## config.mk

```make
export PLATFORM = sky130hd
export DESIGN_NAME = pps_scaler
export DESIGN_NICKNAME = d
export VERILOG_FILES = /design/src/hdl/pps_pkg.sv /design/src/hdl/pps_scaler.sv
export SDC_FILE = /design/constraint.sdc
export NUM_CORES = 1
export LEC_CHECK = 0
export ABC_AREA = 0
export ABC_CLOCK_PERIOD_IN_PS = 11300
export BUFFER_PORTS_ARGS = -buffer_cell sky130_fd_sc_hd__buf_2
export CORE_AREA = 2 2 271 273
export CTS_BUF_LIST = sky130_fd_sc_hd__clkbuf_16
export DETAILED_ROUTE_END_ITERATION = 12
export DIE_AREA = 0 0 273 275
export HOLD_SLACK_MARGIN = 0.15
export SETUP_SLACK_MARGIN = 0.15
export SLEW_MARGIN = 30
export SYNTH_ARGS = -nofsm -noshare
export SYNTH_HDL_FRONTEND = slang
export SYNTH_SLANG_ARGS = --single-unit
export TNS_END_PERCENT = 50
```

## constraint.sdc

```tcl
create_clock -name clk -period 11.3 [get_ports clk]
set_input_delay 0.565 -clock clk [delete_from_list [all_inputs] [get_ports clk]]
set_output_delay 0.565 -clock clk [all_outputs]
set_load 0.005 [all_outputs]
```

## src/hdl/pps_pkg.sv

```systemverilog
// ----------------------------------------------------------------------------
// pps_pkg: shared types, constants and functions of the path point store
// Holds request codes, field widths, the quarter-sine table and the rounding
// step that turns a radius-by-sine product into a coordinate offset.
// ----------------------------------------------------------------------------
package pps_pkg;

  localparam int COORD_W        = 32;
  localparam int RAD_W          = 29;
  localparam int TOL_W          = 31;
  localparam int REQ_W          = 3;
  localparam int IDX_W          = 10;
  localparam int SINE_W         = 16;
  localparam int PROD_W         = RAD_W + 1 + SINE_W;
  localparam int POINT_DEPTH_D  = 1024;
  localparam int SUBPATH_DEPTH_D = 64;

  localparam logic [TOL_W-1:0] TOL_RESET = 31'd16384;

  localparam logic [REQ_W-1:0] REQ_MOVE   = 3'd0;
  localparam logic [REQ_W-1:0] REQ_DRAW   = 3'd1;
  localparam logic [REQ_W-1:0] REQ_CLOSE  = 3'd2;
  localparam logic [REQ_W-1:0] REQ_CIRCLE = 3'd3;
  localparam logic [REQ_W-1:0] REQ_EMPTY  = 3'd4;
  localparam logic [REQ_W-1:0] REQ_CURPT  = 3'd5;
  localparam logic [REQ_W-1:0] REQ_RDPT   = 3'd6;
  localparam logic [REQ_W-1:0] REQ_RDEND  = 3'd7;

  typedef logic signed [SINE_W-1:0] sine_t;
  typedef logic signed [PROD_W-1:0] prod_t;

  // Quarter wave of the sine, 0x4000 standing for one.
  function automatic logic [14:0] quarter_sine(input logic [6:0] a);
    logic [14:0] v;
    case (a)
      7'd0:  v = 15'h0000; 7'd1:  v = 15'h0192; 7'd2:  v = 15'h0324; 7'd3:  v = 15'h04b5;
      7'd4:  v = 15'h0646; 7'd5:  v = 15'h07d6; 7'd6:  v = 15'h0964; 7'd7:  v = 15'h0af1;
      7'd8:  v = 15'h0c7c; 7'd9:  v = 15'h0e06; 7'd10: v = 15'h0f8d; 7'd11: v = 15'h1112;
      7'd12: v = 15'h1294; 7'd13: v = 15'h1413; 7'd14: v = 15'h1590; 7'd15: v = 15'h1709;
      7'd16: v = 15'h187e; 7'd17: v = 15'h19ef; 7'd18: v = 15'h1b5d; 7'd19: v = 15'h1cc6;
      7'd20: v = 15'h1e2b; 7'd21: v = 15'h1f8c; 7'd22: v = 15'h20e7; 7'd23: v = 15'h223d;
      7'd24: v = 15'h238e; 7'd25: v = 15'h24da; 7'd26: v = 15'h2620; 7'd27: v = 15'h2760;
      7'd28: v = 15'h289a; 7'd29: v = 15'h29ce; 7'd30: v = 15'h2afb; 7'd31: v = 15'h2c21;
      7'd32: v = 15'h2d41; 7'd33: v = 15'h2e5a; 7'd34: v = 15'h2f6c; 7'd35: v = 15'h3076;
      7'd36: v = 15'h3179; 7'd37: v = 15'h3274; 7'd38: v = 15'h3368; 7'd39: v = 15'h3453;
      7'd40: v = 15'h3537; 7'd41: v = 15'h3612; 7'd42: v = 15'h36e5; 7'd43: v = 15'h37b0;
      7'd44: v = 15'h3871; 7'd45: v = 15'h392b; 7'd46: v = 15'h39db; 7'd47: v = 15'h3a82;
      7'd48: v = 15'h3b21; 7'd49: v = 15'h3bb6; 7'd50: v = 15'h3c42; 7'd51: v = 15'h3cc5;
      7'd52: v = 15'h3d3f; 7'd53: v = 15'h3daf; 7'd54: v = 15'h3e15; 7'd55: v = 15'h3e72;
      7'd56: v = 15'h3ec5; 7'd57: v = 15'h3f0f; 7'd58: v = 15'h3f4f; 7'd59: v = 15'h3f85;
      7'd60: v = 15'h3fb1; 7'd61: v = 15'h3fd4; 7'd62: v = 15'h3fec; 7'd63: v = 15'h3ffb;
      7'd64: v = 15'h4000;
      default: v = 15'h0000;
    endcase
    return v;
  endfunction

  // Full-turn sine over 256 steps, folded onto the quarter table.
  function automatic sine_t table_sine(input logic [7:0] e);
    logic [6:0]  a;
    logic [14:0] m;
    a = e[6] ? (7'h40 - {1'b0, e[5:0]}) : {1'b0, e[5:0]};
    m = quarter_sine(a);
    return e[7] ? -$signed({1'b0, m}) : $signed({1'b0, m});
  endfunction

  // Round half up and shift right by 14, flooring.
  function automatic logic [COORD_W-1:0] scale_off(input prod_t p);
    prod_t s;
    s = (p + PROD_W'(8192)) >>> 14;
    return s[COORD_W-1:0];
  endfunction

endpackage

```

## src/hdl/pps_scaler.sv

```systemverilog
// ----------------------------------------------------------------------------
// pps_scaler: shared radius-by-sine multiplier
// Looks up the sine at a step and registers its product with the radius.
// ----------------------------------------------------------------------------
module pps_scaler
  import pps_pkg::*;
(
  input  logic             clk,
  input  logic [RAD_W-1:0] radius,
  input  logic [7:0]       step,
  output prod_t            prod
);

  sine_t t;

  assign t = table_sine(step);

  always_ff @(posedge clk) begin
    prod <= PROD_W'($signed({1'b0, radius}) * t);
  end

endmodule

```

==> results.md, run 1 <==
Finish:
- The final core utilization is 31.9%.
- The multi-input combinational cells in the finished layout cover a total of 0.0181 sq mm.
- Of the cells placed in the final design, the portion with a size suffix greater than 1 is 12.2%.
- The net count of the finished layout is 3084.
- The largest registers in the layout are prod x46.
- From synthesis to final layout, the design area changed by 7.44%.
- The area of all sequential standard cells is 921 sq um.
- The count of placed standard cells in the final layout, fillers left out is 3472.
- The number of fill cells is 7658.
- The register with the most flip-flops in the layout has 46 of them.
- The register name with the most flops is prod.

Route:
- The violation count after the first detailed-route iteration is 1250.
- The count of nets left with antenna violations once routing finished came out at 0.
- The total met3 wirelength after detailed routing is 2650 um.
- Routed signal wires occupy layers up through met5.
- The number of vias per cell after detailed routing is 4.92.
- The final route contains about 17000 vias.
- The first detailed-routing pass ran for 6 iterations.
- In the detailed route, the total length drawn on met2 is 29200 um.
- The per-cell routed wire length is 16.6 um.
- After detailed routing, the number of remaining DRC violations is 0.
- The routed length on met1 is 24700 um.
- The routed design has 57800 um of wire.

Synth:
- The number of synthesized register bits is 46.
- Synthesis produced 2553 cells.
- Counting flops with an async set or reset pin after synthesis yields a share of 0%.
- The number of warnings issued by yosys is 0.
- The distinct cell type count after synthesis is 93.
- After synthesis, the most frequently instantiated cells are 468 x inv_1, 382 x nand2_1, 376 x fa_1, 160 x ha_1, 137 x and2_1.
- Among all flip-flop cells after synthesis, the most frequent one is dfxtp_1.
- After synthesis, the mean cell area works out to 8.41 sq um.
- Among all cell types in the netlist, the one instantiated most often is inv_1.
- The synthesized design spends more area on one cell type than any other, namely fa_1.
- Ranked by total cell area, the synthesized netlist is headed by fa_1 35%, ha_1 9.3%, inv_1 8.2%.
- The netlist area before placement is 0.0215 sq mm.
- The number of flops mapped to enable cells by yosys is 0.
- Synthesis produced a netlist with a net count of 3127.
- Sequential cells were found to cover 4.29% of the synthesized design area.
- The top cell type by area accounts for 35.1% of the synthesized area.

Clock tree:
- The number of buffers created by CTS is 5.
- In this run the clock root is driven by a clkbuf_16.
- In this run the post-CTS setup repair buffer count came out at 0.
- TritonCTS built the clock tree.
- The clock transition at the registers of the reported paths is around 0.070 ns.
- The tree built by TritonCTS fans out to 46 sinks.
- The maximum number of buffers from clock root to sink is 2.
- The count of cells resized by post-cts repair is 0.
- The H-tree was split into 2 levels.
- For this design, the CTS-stage hold fixing added 0 buffers.

Floorplanning:
- In this run the horizontal extent of the chip is 273 um.
- The initial utilization of the core area, before any placement, comes to 29.7%.
- The core region is 0.0723 sq mm.
- From bottom edge to top edge, the die measures around 280 um.
- The number of top-level pins is between 80 and 90.
- Row generation in the floorplan step produced between 90 and 100 rows.
- The die outline area is approximately 0.075 sq mm.

Critical path:
- The endpoint required time on the critical path is ~11 ns.
- In this design, the stage delay of the slowest critical-path cell is approximately 0.56 ns.
- The type of the worst setup path is in2reg.
- In this run the worst path has a maximum fanout of 18.
- In this design, the critical path's most frequently occurring cell is fa_1.
- The kind of capture point of the worst setup path is a flop.
- The critical path arrival is 10.78 ns.
- The critical path endpoint is prod[32].
- The slowest cell on the critical path is fa_1.
- The startpoint of the most critical setup path is step[0].
- The critical path launch point type is an input port.

Run status:
- The flow ran to the end, and the final reports show no timing, DRC or antenna violations.

Timing:
- Dividing the final minimum period by the clock period gives 93.8%.
- The relative max-transition margin is 34.2%.
- At the pin with the least slew margin, the transition time is 0.986 ns.
- The peak clock frequency supported by timing is approximately 0.094 GHz.
- The smallest clock period supported by the final layout is computed as 10.60 ns.
- The number of failing setup endpoints in the final timing report is 0.
- Setup repair after global routing left no endpoint under its margin.
- The hold violation total from the final report came to 0.
- The count of final max-slew check failures is 0.
- The total negative slack for setup checks is 0 ns.

Place:
- The total half-perimeter wirelength after legalization and detailed placement is about 46000 um.
- The congestion estimate from routability-driven global placement came to 0.896.
- The placed cell count is 3462.
- The number of port buffers is 83.

Worst hold path:
- The worst min-delay path class is in2reg.
- The hold path startpoint is radius[0].

Global routing:
- The number of antenna violations at the first check in global routing is 7.
- The overall global routing resource usage is 16.0%.
- Entering global routing, the biggest net connects 60 pins.
- The via count of the first global-routing pass is 17900.
- The remaining global-route overflow is 0.
- The first global-routing pass estimated between 90000 and 100000 um of wire.

Run:
- Max-cap violations in this run came to 0.
==> stage by stage <==
step           worst slack, ns  hold WS (ns)  instance area [sq um]
3_5_place_dp             0.351         0.944                  22900
4_1_cts                  0.680         0.772                  23100
2_1_floorplan             1.26         0.849                  21500
5_1_grt                  0.254         0.790                  23100
6_report                 0.696         0.786                  23100
3_3_place_gp             0.506         0.939                  22900
==> layout make-up <==
type	instances	area share, %
Antenna cell	2	0.0217
Clock buffer	5	0.542
Inverter	472	7.68
Tap cell	959	5.20
Multi-Input combinational cell	1840	78.4
Clock inverter	3	0.190
Timing Repair Buffer	145	3.98
Sequential cell	46	3.99
==> metal layers <==
layer | GRT usage [%] | vias up
met1 | 20.7 | 8590
met2 | 28.8 | 470
met3 | 1.88 | 83
met4 | 3.12 | 6
met5 | 0 | -
li1 | - | 7936
==> worst min path at each step <==
stage / endpoint / cells past startpoint / slack [ns]
finish: prod[0] / 2 / 0.79
global route: prod[0] / 2 / 0.79
CTS: prod[0] / 2 / 0.77
detailed placement: prod[13] / 1 / 0.94
global placement: prod[9] / 1 / 0.94
floorplan: prod[0] / 0 / 0.85
==> placed cells by master, fill, tap and decap left out, types with 39 or more instances in the layout <==
| cell type | Yosys | layout |
|---|---|---|
| fa_1 | 376 | 376 |
| nand2b_1 | 54 | 54 |
| buf_4 | 12 | 59 |
| inv_1 | 468 | 468 |
| a21oi_1 | 60 | 58 |
| nor2_1 | 50 | 49 |
| and2_1 | 137 | 137 |
| mux2_2 | 80 | 80 |
| nand2_1 | 382 | 382 |
| mux2i_1 | 61 | 61 |
| ha_1 | 160 | 160 |
| o21ai_0 | 40 | 39 |
| buf_2 | 46 | 83 |
| dfxtp_1 | 46 | 46 |
==> kinds of logic after synthesis <==
group | count (synthesis) | synth area share, %
AND/OR/NAND/NOR | 764 | 17.3
buffers and inverters | 667 | 12.3
multiplexers | 156 | 8.16
adder cells (fa/ha/maj) | 536 | 44.4
flip-flops | 46 | 4.29
AO/OA/AOI/OAI | 332 | 11.4
XOR/XNOR | 52 | 2.19
==> critical path: cells and delay by family <==
| family | cells | cell delay, ns |
|---|---|---|
| adders and majority gates | 10 | 4.39 |
| AOI/OAI and AO/OA | 10 | 2.79 |
| buffers and inverters | 8 | 1.00 |
| and+or+nand+nor | 5 | 0.87 |
| xor gates and xnor gates | 2 | 0.63 |
| muxes | 1 | 0.52 |
Power of run 1 is left out: the tool's default activity adds up to more than one toggle a clock period on the data nets, which glitch-free logic cannot reach.
==> run 2, diff against run 1 <==
Settings changed: CORE_AREA 2 2 271 273 to 2 2 211 213, DIE_AREA 0 0 273 275 to 0 0 213 215, PLACE_DENSITY set to 0.66.
==> run 2 against run 1 <==
Global-route usage is 11 points higher. First-iteration DRC count decreased by 5.1%. Critical endpoint is now prod[45]. Sequential cell count is the same. Core utilization rose by 20 points. Sequential share of layout area is 0.061 points higher. Hold slack improved by 0.00096 ns.
==> results.md, run 2 (synthesized netlist as in run 1, its figures left out) <==
Timing:
- The worst-margin pin slew is 0.946 ns.
- The count of final max-slew check failures came to 0.
- The relative max-transition margin is a little under two fifths.
- The hold violation total from the final report was 0.
- Setup violations remaining at the end of the flow were counted as 0.
- The final worst hold slack is 0.787 ns.
- Static timing analysis puts the maximum clock frequency at 0.0942 GHz.
- The final critical path takes up between 90% and 100% of the cycle.
- Setup repair after global routing left no endpoint under its margin.
- The post-layout minimum cycle time is approximately 11 ns.

Clock tree:
- After clock tree synthesis, the flow added hold-fix buffers numbering 0.
- Clock tree synthesis inserted a total of 5 buffers.
- The maximum number of buffers from clock root to sink is 2.
- The cell chosen for the clock root is clkbuf_16.
- CTS built an H-tree with a depth of 2.
- The clock sink count is 46.
- After clock tree synthesis, the clock-pin slew on the worst setup and hold paths is 0.07 ns.
- The CTS tree is built.

Critical path:
- The slowest stage of the critical path belongs to the cell a21oi_1.
- The worst setup path is launched from an input port.
- The largest stage delay on the critical path is 0.69 ns.
- In this run the worst path has a maximum fanout of 20.
- The setup path with the least slack is of type in2reg.
- The critical path arrival is 10.87 ns.
- The endpoint required time on the critical path is 11.55 ns.
- STA classifies the critical path endpoint as a flop.
- The most numerous cell type found on the critical path is fa_1.

Run:
- Across the run, the number of max-cap violations was 0.

Finish:
- The final layout contains 3085 nets.
- The number of fill cells is approximately 4100.
- The final standard cell area without fillers is between 0.02 and 0.025 sq mm.
- In the layout the commonest cells are 468 x inv_1, 382 x nand2_1, 376 x fa_1, 159 x ha_1, 137 x and2_1.
- The largest registers in the layout are prod x46.
- The proportion of layout cells with a drive suffix above 1 is 12.4%.
- Summing all flip-flop and latch instances after layout gives 921 sq um.
- The synthesis-to-finish area growth is 5.81%.
- Summing all multi-input logic gate instances after layout gives 0.0181 sq mm.
- The register with the most flip-flops in the final layout is prod.
- The most common cell after layout, fill and taps aside is inv_1.
- The register with the most flip-flops in the layout has 46 of them.

Place:
- Routability-driven placement finished with a final weighted congestion of between 0.9 and 1.
- The placed standard-cell area is 0.0224 sq mm.
- Port buffering added 83 buffers.
- The total half-perimeter wirelength after legalization and detailed placement is 44900 um.

Global routing:
- The number of antenna violations at the first check in global routing is 5.
- The remaining global-route overflow is 0.
- The via count of the first global-routing pass came to 18400.
- Entering global routing, the biggest net connects 60 pins.
- The global-route wire length before repair is 95800 um.
- Global routing used 26.6% of the available tracks across all layers.

Floorplanning:
- Measured along the y axis, the die boundary spans 215 um.
- The core footprint is 0.0436 sq mm.
- The chip width is about 210 um.
- The number of top-level pins is 84.
- The die covers 0.0458 sq mm.
- The initial core utilization is 49.2%.
- After floorplanning, the core was divided into 77 placement rows.

Route:
- Using the TritonRoute via totals, the vias-per-cell ratio works out to 5.63.
- In the final routed layout, each cell accounts on average for ~19 um.
- The violation count after the first detailed-route iteration is 1186.
- The final routed DRC violation total is 0.
- Across all layers, the routed design uses between 15000 and 20000 vias.
- For this block, the routed nets add up to 58000 um of wire.
- The length of the first detailed-routing pass in iterations is 6.
- The remaining antenna violation count is 0.

Run status:
- The run finished with clean final reports.

Worst hold path:
- The hold-critical path endpoint is prod[0].
- The worst hold path passes through 2 cells.
- The worst hold path begins at radius[0].
- The worst min-delay path class is in2reg.
run 2: changes by cell type in the layout (fill, tap and decap cells not counted), moves of 2 or more:
| cell | change |
|---|---|
| buf_12 | +3 |
| buf_4 | -3 |
| diode_2 | +2 |
| xnor2_2 | -2 |
| xnor2_4 | +2 |
run 2: per-stage QoR:
step                      util [%]  setup WS, ns  TNS, ns  cells
after floorplan                  -          1.26        0   2553
after global placement        51.3       -0.0197  -0.0197   3084
after detailed placement      51.3       -0.0992   -0.206   3084
after CTS                     51.7         0.236        0   3092
after global routing          52.1         0.121        0   3108
final                         52.1         0.680        0   3108
run 2: worst max path at each step:
stage / startpoint / to / slack, ns / cells past startpoint
2_1_floorplan: step[0] / prod[43] / 1.26 / 42
3_3_place_gp: step[0] / prod[44] / -0.02 / 38
3_5_place_dp: step[0] / prod[32] / -0.1 / 35
4_1_cts: step[0] / prod[32] / 0.24 / 35
5_1_grt: step[0] / prod[45] / 0.12 / 35
6_report: step[0] / prod[45] / 0.68 / 36
run 2: worst max-delay path, delay by kind of cell:
kind | cells | cell delay [ns]
mux | 1 | 0.16
compound gates | 9 | 2.74
fa+ha+maj | 9 | 4.31
buf+inv | 10 | 1.58
simple gates | 7 | 1.47
run 2: layout make-up:
class	count	share of cell area [%]
clock buffers	5	0.551
clock inverters	3	0.303
well taps	592	3.26
repair buffers	146	4.26
multi-input cells	1840	79.7
flip-flops and latches	46	4.05
diodes	4	0.0441
inverters	472	7.80
run 2: what timing repair did:
item,in CTS,in global routing
buffers inserted,0,12
endpoints found under the setup margin,0,15
resized for setup,0,7
run 2: routing by layer:
layer | routed length [um] | vias up | track usage (%)
met1 | 23400 | 8841 | 33.8
li1 | - | 7929 | -
met2 | 29200 | 601 | 45.9
met4 | 2100 | 2 | 10.9
met3 | 3190 | 114 | 2.85
met5 | 13 | - | 0
Power of run 2 is left out for the same reason.
