[src/hdl/pps_pkg.sv]
// ----------------------------------------------------------------------------
// pps_pkg: shared types, constants and functions of the path point store
// Holds request codes, field widths, the quarter-sine table and the rounding
// step that turns a radius-by-sine product into a coordinate offset.
// ----------------------------------------------------------------------------
package pps_pkg;

  localparam int COORD_W        = 32;
  localparam int RAD_W          = 29;
  localparam int TOL_W          = 31;
  localparam int REQ_W          = 3;
  localparam int IDX_W          = 10;
  localparam int SINE_W         = 16;
  localparam int PROD_W         = RAD_W + 1 + SINE_W;
  localparam int POINT_DEPTH_D  = 1024;
  localparam int SUBPATH_DEPTH_D = 64;

  localparam logic [TOL_W-1:0] TOL_RESET = 31'd16384;

  localparam logic [REQ_W-1:0] REQ_MOVE   = 3'd0;
  localparam logic [REQ_W-1:0] REQ_DRAW   = 3'd1;
  localparam logic [REQ_W-1:0] REQ_CLOSE  = 3'd2;
  localparam logic [REQ_W-1:0] REQ_CIRCLE = 3'd3;
  localparam logic [REQ_W-1:0] REQ_EMPTY  = 3'd4;
  localparam logic [REQ_W-1:0] REQ_CURPT  = 3'd5;
  localparam logic [REQ_W-1:0] REQ_RDPT   = 3'd6;
  localparam logic [REQ_W-1:0] REQ_RDEND  = 3'd7;

  typedef logic signed [SINE_W-1:0] sine_t;
  typedef logic signed [PROD_W-1:0] prod_t;

  // Quarter wave of the sine, 0x4000 standing for one.
  function automatic logic [14:0] quarter_sine(input logic [6:0] a);
    logic [14:0] v;
    case (a)
      7'd0:  v = 15'h0000; 7'd1:  v = 15'h0192; 7'd2:  v = 15'h0324; 7'd3:  v = 15'h04b5;
      7'd4:  v = 15'h0646; 7'd5:  v = 15'h07d6; 7'd6:  v = 15'h0964; 7'd7:  v = 15'h0af1;
      7'd8:  v = 15'h0c7c; 7'd9:  v = 15'h0e06; 7'd10: v = 15'h0f8d; 7'd11: v = 15'h1112;
      7'd12: v = 15'h1294; 7'd13: v = 15'h1413; 7'd14: v = 15'h1590; 7'd15: v = 15'h1709;
      7'd16: v = 15'h187e; 7'd17: v = 15'h19ef; 7'd18: v = 15'h1b5d; 7'd19: v = 15'h1cc6;
      7'd20: v = 15'h1e2b; 7'd21: v = 15'h1f8c; 7'd22: v = 15'h20e7; 7'd23: v = 15'h223d;
      7'd24: v = 15'h238e; 7'd25: v = 15'h24da; 7'd26: v = 15'h2620; 7'd27: v = 15'h2760;
      7'd28: v = 15'h289a; 7'd29: v = 15'h29ce; 7'd30: v = 15'h2afb; 7'd31: v = 15'h2c21;
      7'd32: v = 15'h2d41; 7'd33: v = 15'h2e5a; 7'd34: v = 15'h2f6c; 7'd35: v = 15'h3076;
      7'd36: v = 15'h3179; 7'd37: v = 15'h3274; 7'd38: v = 15'h3368; 7'd39: v = 15'h3453;
      7'd40: v = 15'h3537; 7'd41: v = 15'h3612; 7'd42: v = 15'h36e5; 7'd43: v = 15'h37b0;
      7'd44: v = 15'h3871; 7'd45: v = 15'h392b; 7'd46: v = 15'h39db; 7'd47: v = 15'h3a82;
      7'd48: v = 15'h3b21; 7'd49: v = 15'h3bb6; 7'd50: v = 15'h3c42; 7'd51: v = 15'h3cc5;
      7'd52: v = 15'h3d3f; 7'd53: v = 15'h3daf; 7'd54: v = 15'h3e15; 7'd55: v = 15'h3e72;
      7'd56: v = 15'h3ec5; 7'd57: v = 15'h3f0f; 7'd58: v = 15'h3f4f; 7'd59: v = 15'h3f85;
      7'd60: v = 15'h3fb1; 7'd61: v = 15'h3fd4; 7'd62: v = 15'h3fec; 7'd63: v = 15'h3ffb;
      7'd64: v = 15'h4000;
      default: v = 15'h0000;
    endcase
    return v;
  endfunction

  // Full-turn sine over 256 steps, folded onto the quarter table.
  function automatic sine_t table_sine(input logic [7:0] e);
    logic [6:0]  a;
    logic [14:0] m;
    a = e[6] ? (7'h40 - {1'b0, e[5:0]}) : {1'b0, e[5:0]};
    m = quarter_sine(a);
    return e[7] ? -$signed({1'b0, m}) : $signed({1'b0, m});
  endfunction

  // Round half up and shift right by 14, flooring.
  function automatic logic [COORD_W-1:0] scale_off(input prod_t p);
    prod_t s;
    s = (p + PROD_W'(8192)) >>> 14;
    return s[COORD_W-1:0];
  endfunction

endpackage

[src/hdl/pps_divider.sv]
// ----------------------------------------------------------------------------
// pps_divider: restoring divider, one quotient bit per cycle
// Divides an unsigned dividend by an unsigned non-zero divisor.
// ----------------------------------------------------------------------------
module pps_divider
  import pps_pkg::*;
(
  input  logic             clk,
  input  logic             rst,
  input  logic             start,
  input  logic [TOL_W-1:0] dividend,
  input  logic [TOL_W-1:0] divisor,
  output logic [TOL_W-1:0] quotient,
  output logic             done
);

  localparam int CNT_W = $clog2(TOL_W + 1);

  logic [TOL_W-1:0] rem;
  logic [TOL_W-1:0] dvs;
  logic [CNT_W-1:0] cnt;
  logic             busy;
  logic [TOL_W:0]   trial;

  assign trial = {rem, quotient[TOL_W-1]};

  always_ff @(posedge clk) begin
    if (rst) begin
      busy <= 1'b0;
      done <= 1'b0;
      cnt  <= '0;
    end else begin
      done <= !start && busy && (cnt == CNT_W'(1));
      if (start) begin
        busy     <= 1'b1;
        cnt      <= CNT_W'(TOL_W);
        rem      <= '0;
        dvs      <= divisor;
        quotient <= dividend;
      end else if (busy) begin
        if (trial >= {1'b0, dvs}) begin
          rem      <= TOL_W'(trial - {1'b0, dvs});
          quotient <= {quotient[TOL_W-2:0], 1'b1};
        end else begin
          rem      <= trial[TOL_W-1:0];
          quotient <= {quotient[TOL_W-2:0], 1'b0};
        end
        cnt <= cnt - CNT_W'(1);
        if (cnt == CNT_W'(1)) begin
          busy <= 1'b0;
        end
      end
    end
  end

endmodule

[config.mk]
export PLATFORM = sky130hd
export DESIGN_NAME = pps_divider
export DESIGN_NICKNAME = d
export VERILOG_FILES = /design/src/hdl/pps_pkg.sv /design/src/hdl/pps_divider.sv
export SDC_FILE = /design/constraint.sdc
export NUM_CORES = 1
export LEC_CHECK = 0
export CORE_MARGIN = 2
export CORE_UTILIZATION = 64
export DETAILED_ROUTE_END_ITERATION = 12
export DONT_BUFFER_PORTS = 1
export GPL_TIMING_DRIVEN = 0
export HOLD_SLACK_MARGIN = 0.08
export PLACE_DENSITY = 0.82
export SLEW_MARGIN = 15
export SYNTH_ARGS = -nofsm -noshare
export SYNTH_HDL_FRONTEND = slang
export SYNTH_SLANG_ARGS = --single-unit
[constraint.sdc]
create_clock -name clk -period 4.7 [get_ports clk]
set_input_delay 0.235 -clock clk [delete_from_list [all_inputs] [get_ports clk]]
set_output_delay 0.235 -clock clk [all_outputs]
set_load 0.1 [all_outputs]
==> flow_summary.json, run 1 <==
{
  "status": "finished, final reports clean",
  "core_um2": 9110,
  "finalHoldViolCount": 0,
  "hold_slack_ns": 0.0814,
  "grt_overflow_total": 0,
  "vias": 4891,
  "finClkSkew_ns": 0.0184,
  "timing.rr.start": "quotient[30]",
  "clk_pin_slew_ns": 0.11,
  "worst_pin_slew_ns": 0.979,
  "portBuffers": 0,
  "power_density_nw_per_um2": 358,
  "place_area_um2": 6150,
  "setup.worst_path.start": "quotient[30]",
  "drtPass1Iterations": 7,
  "synth_xor_area_share_pct": 2.07,
  "synth_fa_ha_area_share_pct": 7.33,
  "root_buffer": "clkbuf_8",
  "start_kind": "flip-flop",
  "finalSetupViolations": 0,
  "layout-drive-gt1-share_pct": 11.3,
  "syn_nets": 649,
  "cts_num_sinks": 100,
  "cap_violations": 0,
  "setup_tns_ns": 0,
  "vdd_drop_max_mv": 0.307,
  "synth-seq-cells": 100,
  "synth-simple-area-share_pct": 13.8,
  "relSlewSlack_pct": 34.8,
  "cts_resized": 0,
  "antenna_left": 0,
  "netlist_instances": 550,
  "placementRows": 35,
  "io_pins": 97,
  "syn-mean-instance-area_um2": 10.7,
  "wl_um": 16000,
  "wl_per_cell_um": 21.6,
  "cp_data_arrival_time_ns": 4.26,
  "synth_cell_types": 63,
  "numCtsBuffers": 9,
  "path_class": "reg -> reg",
  "cp_data_required_time_ns": 4.92,
  "antenna_found_initial": 0,
  "cp_max_fo": 10,
  "hold_path_class": "in -> reg",
  "initial_core_util_pct": 64.9,
  "cts_setup_buffers": 0,
  "die_h_um": 100,
  "grt_pass1_vias": 5066,
  "synthMuxAreaShare_pct": 6.08,
  "synth_top_flop_cell": "edfxtp_1",
  "synth_compound_area_share_pct": 15.9,
  "min_from": "dividend[13]",
  "die-area_um2": 10000,
  "vias_per_cell": 6.61,
  "rsz0062_at_grt": "false",
  "synth_async_sr_flop_share_pct": 0,
  "cp-end-kind": "flip-flop",
  "leakagePower_uw": 0.00264,
  "grt_max_degree": 27,
  "syn_area_um2": 5910,
  "yosysSeqAreaShare_pct": 49.6,
  "drc": 0,
  "grt_use_total_pct": 32.2,
  "hold_buffers": 54,
  "fp.dieW_um": 100,
  "drt-initial-drc-count": 581,
  "fin_nets": 723,
  "n_antenna_cell": 0,
  "ys_warn_count": 0,
  "finalCritPeriodShare_pct": 86.0,
  "place_congestion": 0.957,
  "cts_tree": "yes",
  "synth_top_family_by_area": "compound AO/OA/AOI/OAI gates",
  "min_period_ns": 4.04,
  "postLayoutCellArea_um2": 6930,
  "hpwl_um": 9910,
  "clock_path_buffers": 2,
  "h-tree-depth": 3,
  "finalMaxSlewViolations": 0,
  "grt_pass1_wl_um": 25100,
  "max_freq_ghz": 0.247,
  "syn2layout_area_growth_pct": 17.2,
  "synth-edff-count": 93,
  "clk_latency_ns": 0.39
}
==> logic make-up (layout without fill, tap and decap cells) <==
kind of cell,Yosys count,count (layout)
simple gates,161,161
compound gates,140,140
flops,100,100
buf+inv,69,148
fa+ha+maj,34,34
mux,32,32
xor+xnor,14,14
==> power breakdown <==
part / leakage, µW / internal [µW] / switching, µW
sequential: 0.000948 / 1070 / 172
combinational: 0.00161 / 286 / 406
clock: 0.0000898 / 204 / 344
total: 0.00264 / 1560 / 922
==> flip-flops by register name (all words and copies together) (netlist names) <==
name,count
busy,1
cnt,5
done,1
dvs,31
quotient,31
rem,31
==> Yosys cell counts (3+ instances only) <==
library cell	n	area, µm²
a211oi_1	6	45.0
a311o_1	3	30.0
nand2_1	50	188
and4_1	3	26.3
o31ai_1	3	22.5
nor3_1	11	55.1
nor2_1	28	105
a211o_1	3	26.3
buf_2	4	20.0
nand4_1	11	68.8
clkbuf_1	17	63.8
nand3_1	22	110
a211oi_2	3	37.5
inv_1	40	150
o21ai_0	18	90.1
dfxtp_1	7	140
nor2b_1	6	37.5
o21bai_1	3	22.5
xnor2_1	8	70.1
or3_1	7	43.8
a2111o_1	3	33.8
buf_4	3	22.5
o21a_1	6	45.0
a21oi_1	52	260
o211ai_1	7	52.6
xor2_1	6	52.6
a41oi_1	3	26.3
mux2_2	31	349
nand2b_1	4	25.0
a21o_1	9	67.6
or4_1	3	22.5
o2111ai_1	3	26.3
ha_1	33	413
edfxtp_1	93	2790
==> worst max-delay path: stages, from the launching register on <==
cell and delay [ns]:
edfxtp_1 1.01, inv_1 0.16, ha_1 0.29, fa_1 0.46, nor2b_4 0.15, o31a_1 0.21, o21a_1 0.25, a221o_1 0.29
a21o_1 0.23, buf_2 0.33, buf_6 0.22, nand3_1 0.09, a21oi_1 0.19
==> through the flow <==
step | power [µW] | util [%] | setup WS, ns | std cells
2_1_floorplan | 1720 | - | 0.700 | 550
4_1_cts | 2430 | 75.4 | 0.899 | 734
6_report | 2480 | 76.1 | 0.658 | 740
5_1_grt | 2570 | 76.1 | 0.472 | 740
3_5_place_dp | 1870 | 67.5 | 0.949 | 664
3_3_place_gp | 1840 | 66.4 | -0.763 | 661
==> final timing paths <==
check | end | cells past startpoint | slack (ns)
setup / recovery | rem[21] | 12 | 0.66
hold / removal | quotient[13] | 1 | 0.08
setup reg to reg | rem[21] | 12 | 0.66
hold reg to reg | cnt[4] | 2 | 0.62
==> layer usage <==
metal / part of all wire (%) / GRT usage, % / vias to the layer above
met5: 0 / 0 / -
met4: 3.7 / 13.4 / 0
met3: 11 / 7.59 / 63
met2: 48 / 53.7 / 358
met1: 37 / 40.5 / 2258
li1: - / - / 2212
==> layout by cell type, fill, tap and decap left out, types with 4 or more instances in the layout <==
master	instances
o21ai_0	18
nor2b_1	6
nand4_1	11
xor2_1	6
nand3_1	22
or3_1	7
xnor2_1	8
edfxtp_1	93
nor2_1	26
a21o_1	9
clkbuf_8	9
dfxtp_1	7
o21a_1	6
buf_2	4
ha_1	33
mux2_2	31
clkbuf_1	18
nor3_1	11
a21oi_1	52
dlygate4sd3_1	60
o211ai_1	7
nand2_1	50
a211oi_1	6
inv_1	40
nand2b_1	4
==> area by class of cell <==
| type | instances | area [µm²] |
|---|---|---|
| buffer | 29 | 151 |
| clock buffer | 10 | 128 |
| clock inverter | 6 | 53.8 |
| fill | 573 | 2180 |
| inverter | 40 | 150 |
| multi-input combinational | 381 | 2690 |
| sequential | 100 | 2930 |
| tap | 111 | 139 |
| timing repair buffer | 63 | 683 |
(Power assumes the default switching activity.)
==> run 2: changes to the inputs <==
--- a/config.mk
+++ b/config.mk
@@ -5,13 +5,14 @@
 export SDC_FILE = /design/constraint.sdc
 export NUM_CORES = 1
 export LEC_CHECK = 0
+export ABC_AREA = 1
 export CORE_MARGIN = 2
-export CORE_UTILIZATION = 64
+export CORE_UTILIZATION = 59
 export DETAILED_ROUTE_END_ITERATION = 12
 export DONT_BUFFER_PORTS = 1
 export GPL_TIMING_DRIVEN = 0
 export HOLD_SLACK_MARGIN = 0.08
-export PLACE_DENSITY = 0.82
+export PLACE_DENSITY = 0.8
 export SLEW_MARGIN = 15
 export SYNTH_ARGS = -nofsm -noshare
 export SYNTH_HDL_FRONTEND = slang
==> constraint.sdc (replaced) <==
create_clock -name clk -period 3.6 [get_ports clk]
set_input_delay 0.18 -clock clk [delete_from_list [all_inputs] [get_ports clk]]
set_output_delay 0.18 -clock clk [all_outputs]
set_load 0.1 [all_outputs]
==> run 2 against run 1 <==
Largest cell class is now multi-input gates. Highest routed layer unchanged. Clock skew is 0.011 ns lower. Synthesized cell count is 63% higher. Utilization is 5.7 points lower. Clock power is 90% higher. Critical path type unchanged. Global-route usage is 5.3 points lower. Routed wire length is 2.5% higher.
==> flow_summary.json, run 2 <==
{
  "status": "finished, final reports clean",
  "intPower_uw": 2380,
  "numCtsBuffers": 9,
  "finalHoldViolCount": 0,
  "combPwrFrac_pct": 27.5,
  "cts_resized": 0,
  "fp.dieW_um": 111,
  "cts_setup_buffers": 0,
  "hold_slack_ns": 0.266,
  "path_cells": "inv_1 -> ha_1 -> fa_1 -> inv_1 -> nand2_1 -> nand2_1 -> nand3_1 -> nand2_2 -> nand2_2 -> nand3_2 -> nand2_4 -> nand2_4 -> inv_2 -> buf_2 -> nor2_1 -> nor2_1",
  "fin_cells": 1121,
  "cp_data_arrival_time_ns": 3.55,
  "synth_top_flop_cell": "edfxtp_1",
  "cap_violations": 0,
  "cp_max_fo": 10,
  "power_switching_uw": 1280,
  "die_h_um": 111,
  "worst_pin_slew_ns": 0.984,
  "crit_slowest_cell": "edfxtp_1",
  "relSlewSlack_pct": 34.4,
  "r2r_cells": 16,
  "hold_path_class": "in -> reg",
  "grt_pass1_wl_um": 26500,
  "antenna_found_initial": 0,
  "placementRows": 39,
  "antenna_left": 0,
  "hold_depth": 2,
  "cts_tree": "yes",
  "initial_core_util_pct": 59.7,
  "syn2layout_area_growth_pct": 17.8,
  "final_common_cell": "nand2_1",
  "clkPwrFrac_pct": 28.5,
  "synth_top_cell_area_share_pct": 41.3,
  "synth-edff-count": 93,
  "cpLargestDelayFamily": "flip-flops",
  "place_congestion": 0.953,
  "syn_nets": 996,
  "yosysSeqAreaShare_pct": 43.4,
  "io_pins": 97,
  "layout-drive-gt1-share_pct": 7.87,
  "place_inst": 1043,
  "netlist_instances": 897,
  "n_antenna_cell": 0,
  "synth-seq-cells": 100,
  "min_period_ns": 3.44,
  "vias_per_cell": 5.15,
  "min_from": "rst",
  "cp-end-kind": "flip-flop",
  "synth.area.top_cells": "edfxtp_1, nand2_1, inv_1",
  "vdd_drop_max_mv": 0.359,
  "power_density_nw_per_um2": 460,
  "clk_latency_ns": 0.36,
  "holdPathEnd": "cnt[0]",
  "timing.rr.start": "quotient[30]",
  "cts_num_sinks": 100,
  "finalSetupViolations": 0,
  "vias": 5774,
  "root_buffer": "clkbuf_16",
  "reg2reg_slack_ns": 0.16,
  "max_freq_ghz": 0.290,
  "h-tree-depth": 3,
  "leakagePower_uw": 0.00400,
  "ys_warn_count": 0,
  "cp.buffers_inverters": 4,
  "hold_buffers": 62,
  "grt_use_total_pct": 26.9,
  "swShare_pct": 34.9,
  "portBuffers": 0,
  "rsz0062_at_grt": "false",
  "drc": 0,
  "clk_pin_slew_ns": 0.07,
  "mostFrequentLayoutCells": "nand2_1, inv_1, nor2_1, edfxtp_1, dlygate4sd3_1",
  "finClkSkew_ns": 0.00691,
  "die-area_um2": 12300,
  "drtPass1Iterations": 7,
  "power_frac_seq_pct": 44.1,
  "grt_overflow_total": 0,
  "syn_area_um2": 6760,
  "core_um2": 11300,
  "wl_per_cell_um": 14.6,
  "start_kind": "flip-flop",
  "synth_async_sr_flop_share_pct": 0,
  "grt_pass1_vias": 5618,
  "grt_max_degree": 31,
  "finalCritPeriodShare_pct": 95.6,
  "finalMaxSlewViolations": 0,
  "reg.largest.list": "dvs: 31 flops, quotient: 31 flops, rem: 31 flops",
  "synth.most_common_cell": "nand2_1",
  "fin_nets": 1072,
  "wl_um": 16400,
  "drt-initial-drc-count": 337,
  "path_class": "reg -> reg",
  "regToRegEndpoint": "rem[25]",
  "synth_cell_types": 36,
  "yosysTopAreaCell": "edfxtp_1",
  "synthTopCellsByCount": "nand2_1, inv_1, nor2_1",
  "syn-mean-instance-area_um2": 7.54,
  "cp_data_required_time_ns": 3.71,
  "hpwl_um": 11300,
  "max_stage_delay_ns": 1.00,
  "clock_path_buffers": 2
}
-- run 2: area by class of cell --
type                            count  area (µm²)
Sequential cell                   100        2930
Tap cell                          143         179
Fill cell                         889        3360
Clock inverter                      6        86.3
Inverter                          157         589
Clock buffer                       10         229
Timing Repair Buffer               65         696
Buffer                             19         120
Multi-Input combinational cell    621        3130
-- run 2: per-layer routing --
layer / vias to the layer above / track usage, % / part of all wire [%]
li1: 2938 / - / -
met3: 31 / 6.45 / 7.0
met5: - / 0 / 0
met2: 206 / 46.4 / 48
met4: 0 / 11.0 / 3.0
met1: 2599 / 32.3 / 42
-- run 2: stage by stage --
step	TNS [ns]	area [µm²]	util, %	setup slack, ns	total power, µW
after floorplan	0	6760	-	0.601	2350
after global placement	-2.27	6940	61.3	-0.0647	2530
after detailed placement	0	7030	62.1	0.206	2560
after CTS	0	7970	70.4	0.187	3650
after global routing	0	7970	70.4	0.00933	3840
final	0	7970	70.4	0.158	3660
-- run 2: kinds of logic after synthesis --
group                    after synthesis  share of synthesized area [%]
buffers and inverters                176                           10.5
adder cells (fa/ha/maj)               34                           6.40
XOR/XNOR                              14                           1.81
AND/OR/NAND/NOR                      523                           32.4
AO/OA/AOI/OAI                         50                           5.55
flip-flops                           100                           43.4
-- run 2: worst reg2reg max path, cell delays in order (launching register included) --
cell      delay, ns
edfxtp_1       1.00
inv_1          0.12
ha_1           0.27
fa_1           0.42
inv_1          0.12
nand2_1        0.06
nand2_1        0.11
nand3_1        0.10
nand2_2        0.13
nand2_2        0.07
nand3_2        0.08
nand2_4        0.10
nand2_4        0.10
inv_2          0.05
buf_2          0.21
nor2_1         0.19
nor2_1         0.07
-- run 2: worst max path at each step --
stage                     cells past startpoint      end  slack, ns          from
after floorplan                              17  rem[29]       0.60  quotient[30]
after global placement                        5     busy      -0.06         start
after detailed placement                     16  rem[25]       0.21  quotient[30]
after CTS                                    16  rem[25]       0.19  quotient[30]
after global routing                         16  rem[25]      0.009  quotient[30]
final                                        16  rem[25]       0.16  quotient[30]
-- run 2: power groups by stage --
stage	clock network [µW]	registers (µW)	logic, µW
after floorplan	0	1620	726
after global placement	0	1640	894
after detailed placement	0	1630	927
after CTS	1050	1610	989
after global routing	1090	1620	1130
final	1040	1610	1010
==> run 3: changes to the inputs <==
--- a/config.mk
+++ b/config.mk
@@ -6,12 +6,14 @@
 export NUM_CORES = 1
 export LEC_CHECK = 0
 export ABC_AREA = 1
+export CORE_ASPECT_RATIO = 1.5
 export CORE_MARGIN = 2
 export CORE_UTILIZATION = 59
 export DETAILED_ROUTE_END_ITERATION = 12
 export DONT_BUFFER_PORTS = 1
 export GPL_TIMING_DRIVEN = 0
 export HOLD_SLACK_MARGIN = 0.08
+export MAX_ROUTING_LAYER = met4
 export PLACE_DENSITY = 0.8
 export SLEW_MARGIN = 15
 export SYNTH_ARGS = -nofsm -noshare
==> run 3 against run 2 <==
Routed wire length rose by 6.6%. Worst setup slack improved by 0.033 ns. Non-clock buffer count did not move. Utilization rose by 1.2 points. Worst hold slack got worse by 0.0048 ns. Cell area fell by 0.16%. Clock power fell by 5%. Flip-flop and latch count did not move. Register-to-register slack improved by 0.03 ns.
==> flow_summary.json, run 3 (synthesized netlist as in run 2, its figures left out) <==
{
  "status": "finished, final reports clean",
  "clock_path_buffers": 2,
  "regToRegEndpoint": "rem[22]",
  "hpwl_um": 12200,
  "place_inst": 1047,
  "initial_core_util_pct": 60.8,
  "drtPass1Iterations": 6,
  "wl_um": 17400,
  "finalHoldViolCount": 0,
  "n_antenna_cell": 0,
  "r2r_cells": 17,
  "cp-end-kind": "flip-flop",
  "finClkSkew_ns": 0.00708,
  "hold_path_class": "in -> reg",
  "cp_data_arrival_time_ns": 3.51,
  "critPathCapture": "rem[22]",
  "numCtsBuffers": 9,
  "leakagePower_uw": 0.00399,
  "grt_overflow_total": 0,
  "timing.rr.start": "quotient[30]",
  "cp_max_fo": 10,
  "reg.largest.list": "dvs: 31 flops, quotient: 31 flops, rem: 31 flops",
  "max_freq_ghz": 0.293,
  "vias": 5861,
  "syn2layout_area_growth_pct": 17.6,
  "portBuffers": 0,
  "vdd_drop_max_mv": 0.392,
  "drt-initial-drc-count": 266,
  "start_kind": "flip-flop",
  "mostFrequentLayoutCells": "nand2_1, inv_1, nor2_1, edfxtp_1, dlygate4sd3_1",
  "min_period_ns": 3.41,
  "fp.dieW_um": 91.4,
  "layout-drive-gt1-share_pct": 8.18,
  "path_class": "reg -> reg",
  "antenna_left": 0,
  "grt_max_degree": 30,
  "worst_pin_slew_ns": 0.999,
  "fin_cells": 1125,
  "power_density_nw_per_um2": 456,
  "grt_use_total_pct": 29.8,
  "fin_nets": 1072,
  "drc": 0,
  "cap_violations": 0,
  "clk_latency_ns": 0.34,
  "grt_pass1_vias": 6103,
  "grt_pass1_wl_um": 28100,
  "clk_pin_slew_ns": 0.08,
  "setup.worst_path.start": "quotient[30]",
  "die-area_um2": 12300,
  "fin_ws_ns": 0.191,
  "reg2reg_slack_ns": 0.19,
  "finalMaxSlewViolations": 0,
  "finalSetupViolations": 0,
  "vias_per_cell": 5.21,
  "io_pins": 97,
  "cts_num_sinks": 100,
  "cts_tree": "yes",
  "cp_data_required_time_ns": 3.70,
  "finalCritPeriodShare_pct": 94.7,
  "place_congestion": 0.970,
  "relSlewSlack_pct": 33.4,
  "wl_per_cell_um": 15.5,
  "root_buffer": "clkbuf_16",
  "placementRows": 47,
  "die_h_um": 135,
  "antenna_found_initial": 0,
  "final_common_cell": "nand2_1",
  "dp_slack_ns": 0.226,
  "core_um2": 11100,
  "h-tree-depth": 3
}
-- run 3: worst min path at each step --
stage          slack, ns      end        start  cells after the start
2_1_floorplan       0.28   dvs[0]   divisor[0]                      0
3_3_place_gp        0.28  dvs[30]  divisor[30]                      0
3_5_place_dp        0.28   dvs[3]   divisor[3]                      0
4_1_cts             0.27   cnt[0]          rst                      2
5_1_grt             0.31   cnt[0]          rst                      2
6_report            0.26   cnt[0]          rst                      2
-- run 3: per-layer routing --
metal | track usage (%) | part of all wire (%) | up-vias
met5 | - | 0 | -
met4 | 13.8 | 4.2 | 0
met3 | 4.74 | 4.8 | 49
met2 | 56.3 | 55 | 204
met1 | 29.4 | 36 | 2674
li1 | - | - | 2934
-- run 3: worst max-delay path, stage by stage (launching register included) --
cell	delay [ns]
edfxtp_1	1.01
inv_1	0.12
ha_2	0.24
fa_1	0.43
inv_2	0.11
nand2_1	0.05
nand2_1	0.10
nand3_1	0.10
nand2_2	0.13
nand2_2	0.07
nand3_2	0.08
nand2_4	0.09
nand2_4	0.10
buf_12	0.14
buf_12	0.15
nand2_2	0.05
nor2_1	0.11
nor2_1	0.05
-- run 3: layout make-up --
class / instances / area (µm²)
clock inverters: 5 / 41.3
well taps: 147 / 184
multi-input cells: 621 / 3140
repair buffers: 65 / 696
inverters: 157 / 589
plain buffers: 19 / 120
flip-flops and latches: 100 / 2930
fillers: 863 / 3160
clock buffers: 11 / 254
-- run 3: stage by stage --
stage	total power (µW)	TNS, ns	util (%)	instance area, µm²	hold WS [ns]
5_1_grt	3790	-0.0222	71.6	7950	0.307
3_3_place_gp	2550	-0.166	62.5	6950	0.279
4_1_cts	3610	0	71.5	7950	0.268
6_report	3620	0	71.6	7950	0.261
2_1_floorplan	2350	0	-	6760	0.279
3_5_place_dp	2580	0	63.3	7030	0.279
-- run 3: report_power, final --
group          switching (µW)  internal, µW  leakage (µW)
logic                     644           379       0.00290
clock network             466           522      0.000145
registers                 221          1390      0.000951
total                    1330          2290       0.00399
-- run 3: repair_timing --
action / CTS / global route
gates resized for setup: 0 / 2
setup endpoints to repair: 0 / 4
setup buffers: 0 / 0
hold endpoints to repair: 62 / 0
hold buffers: 62 / 0
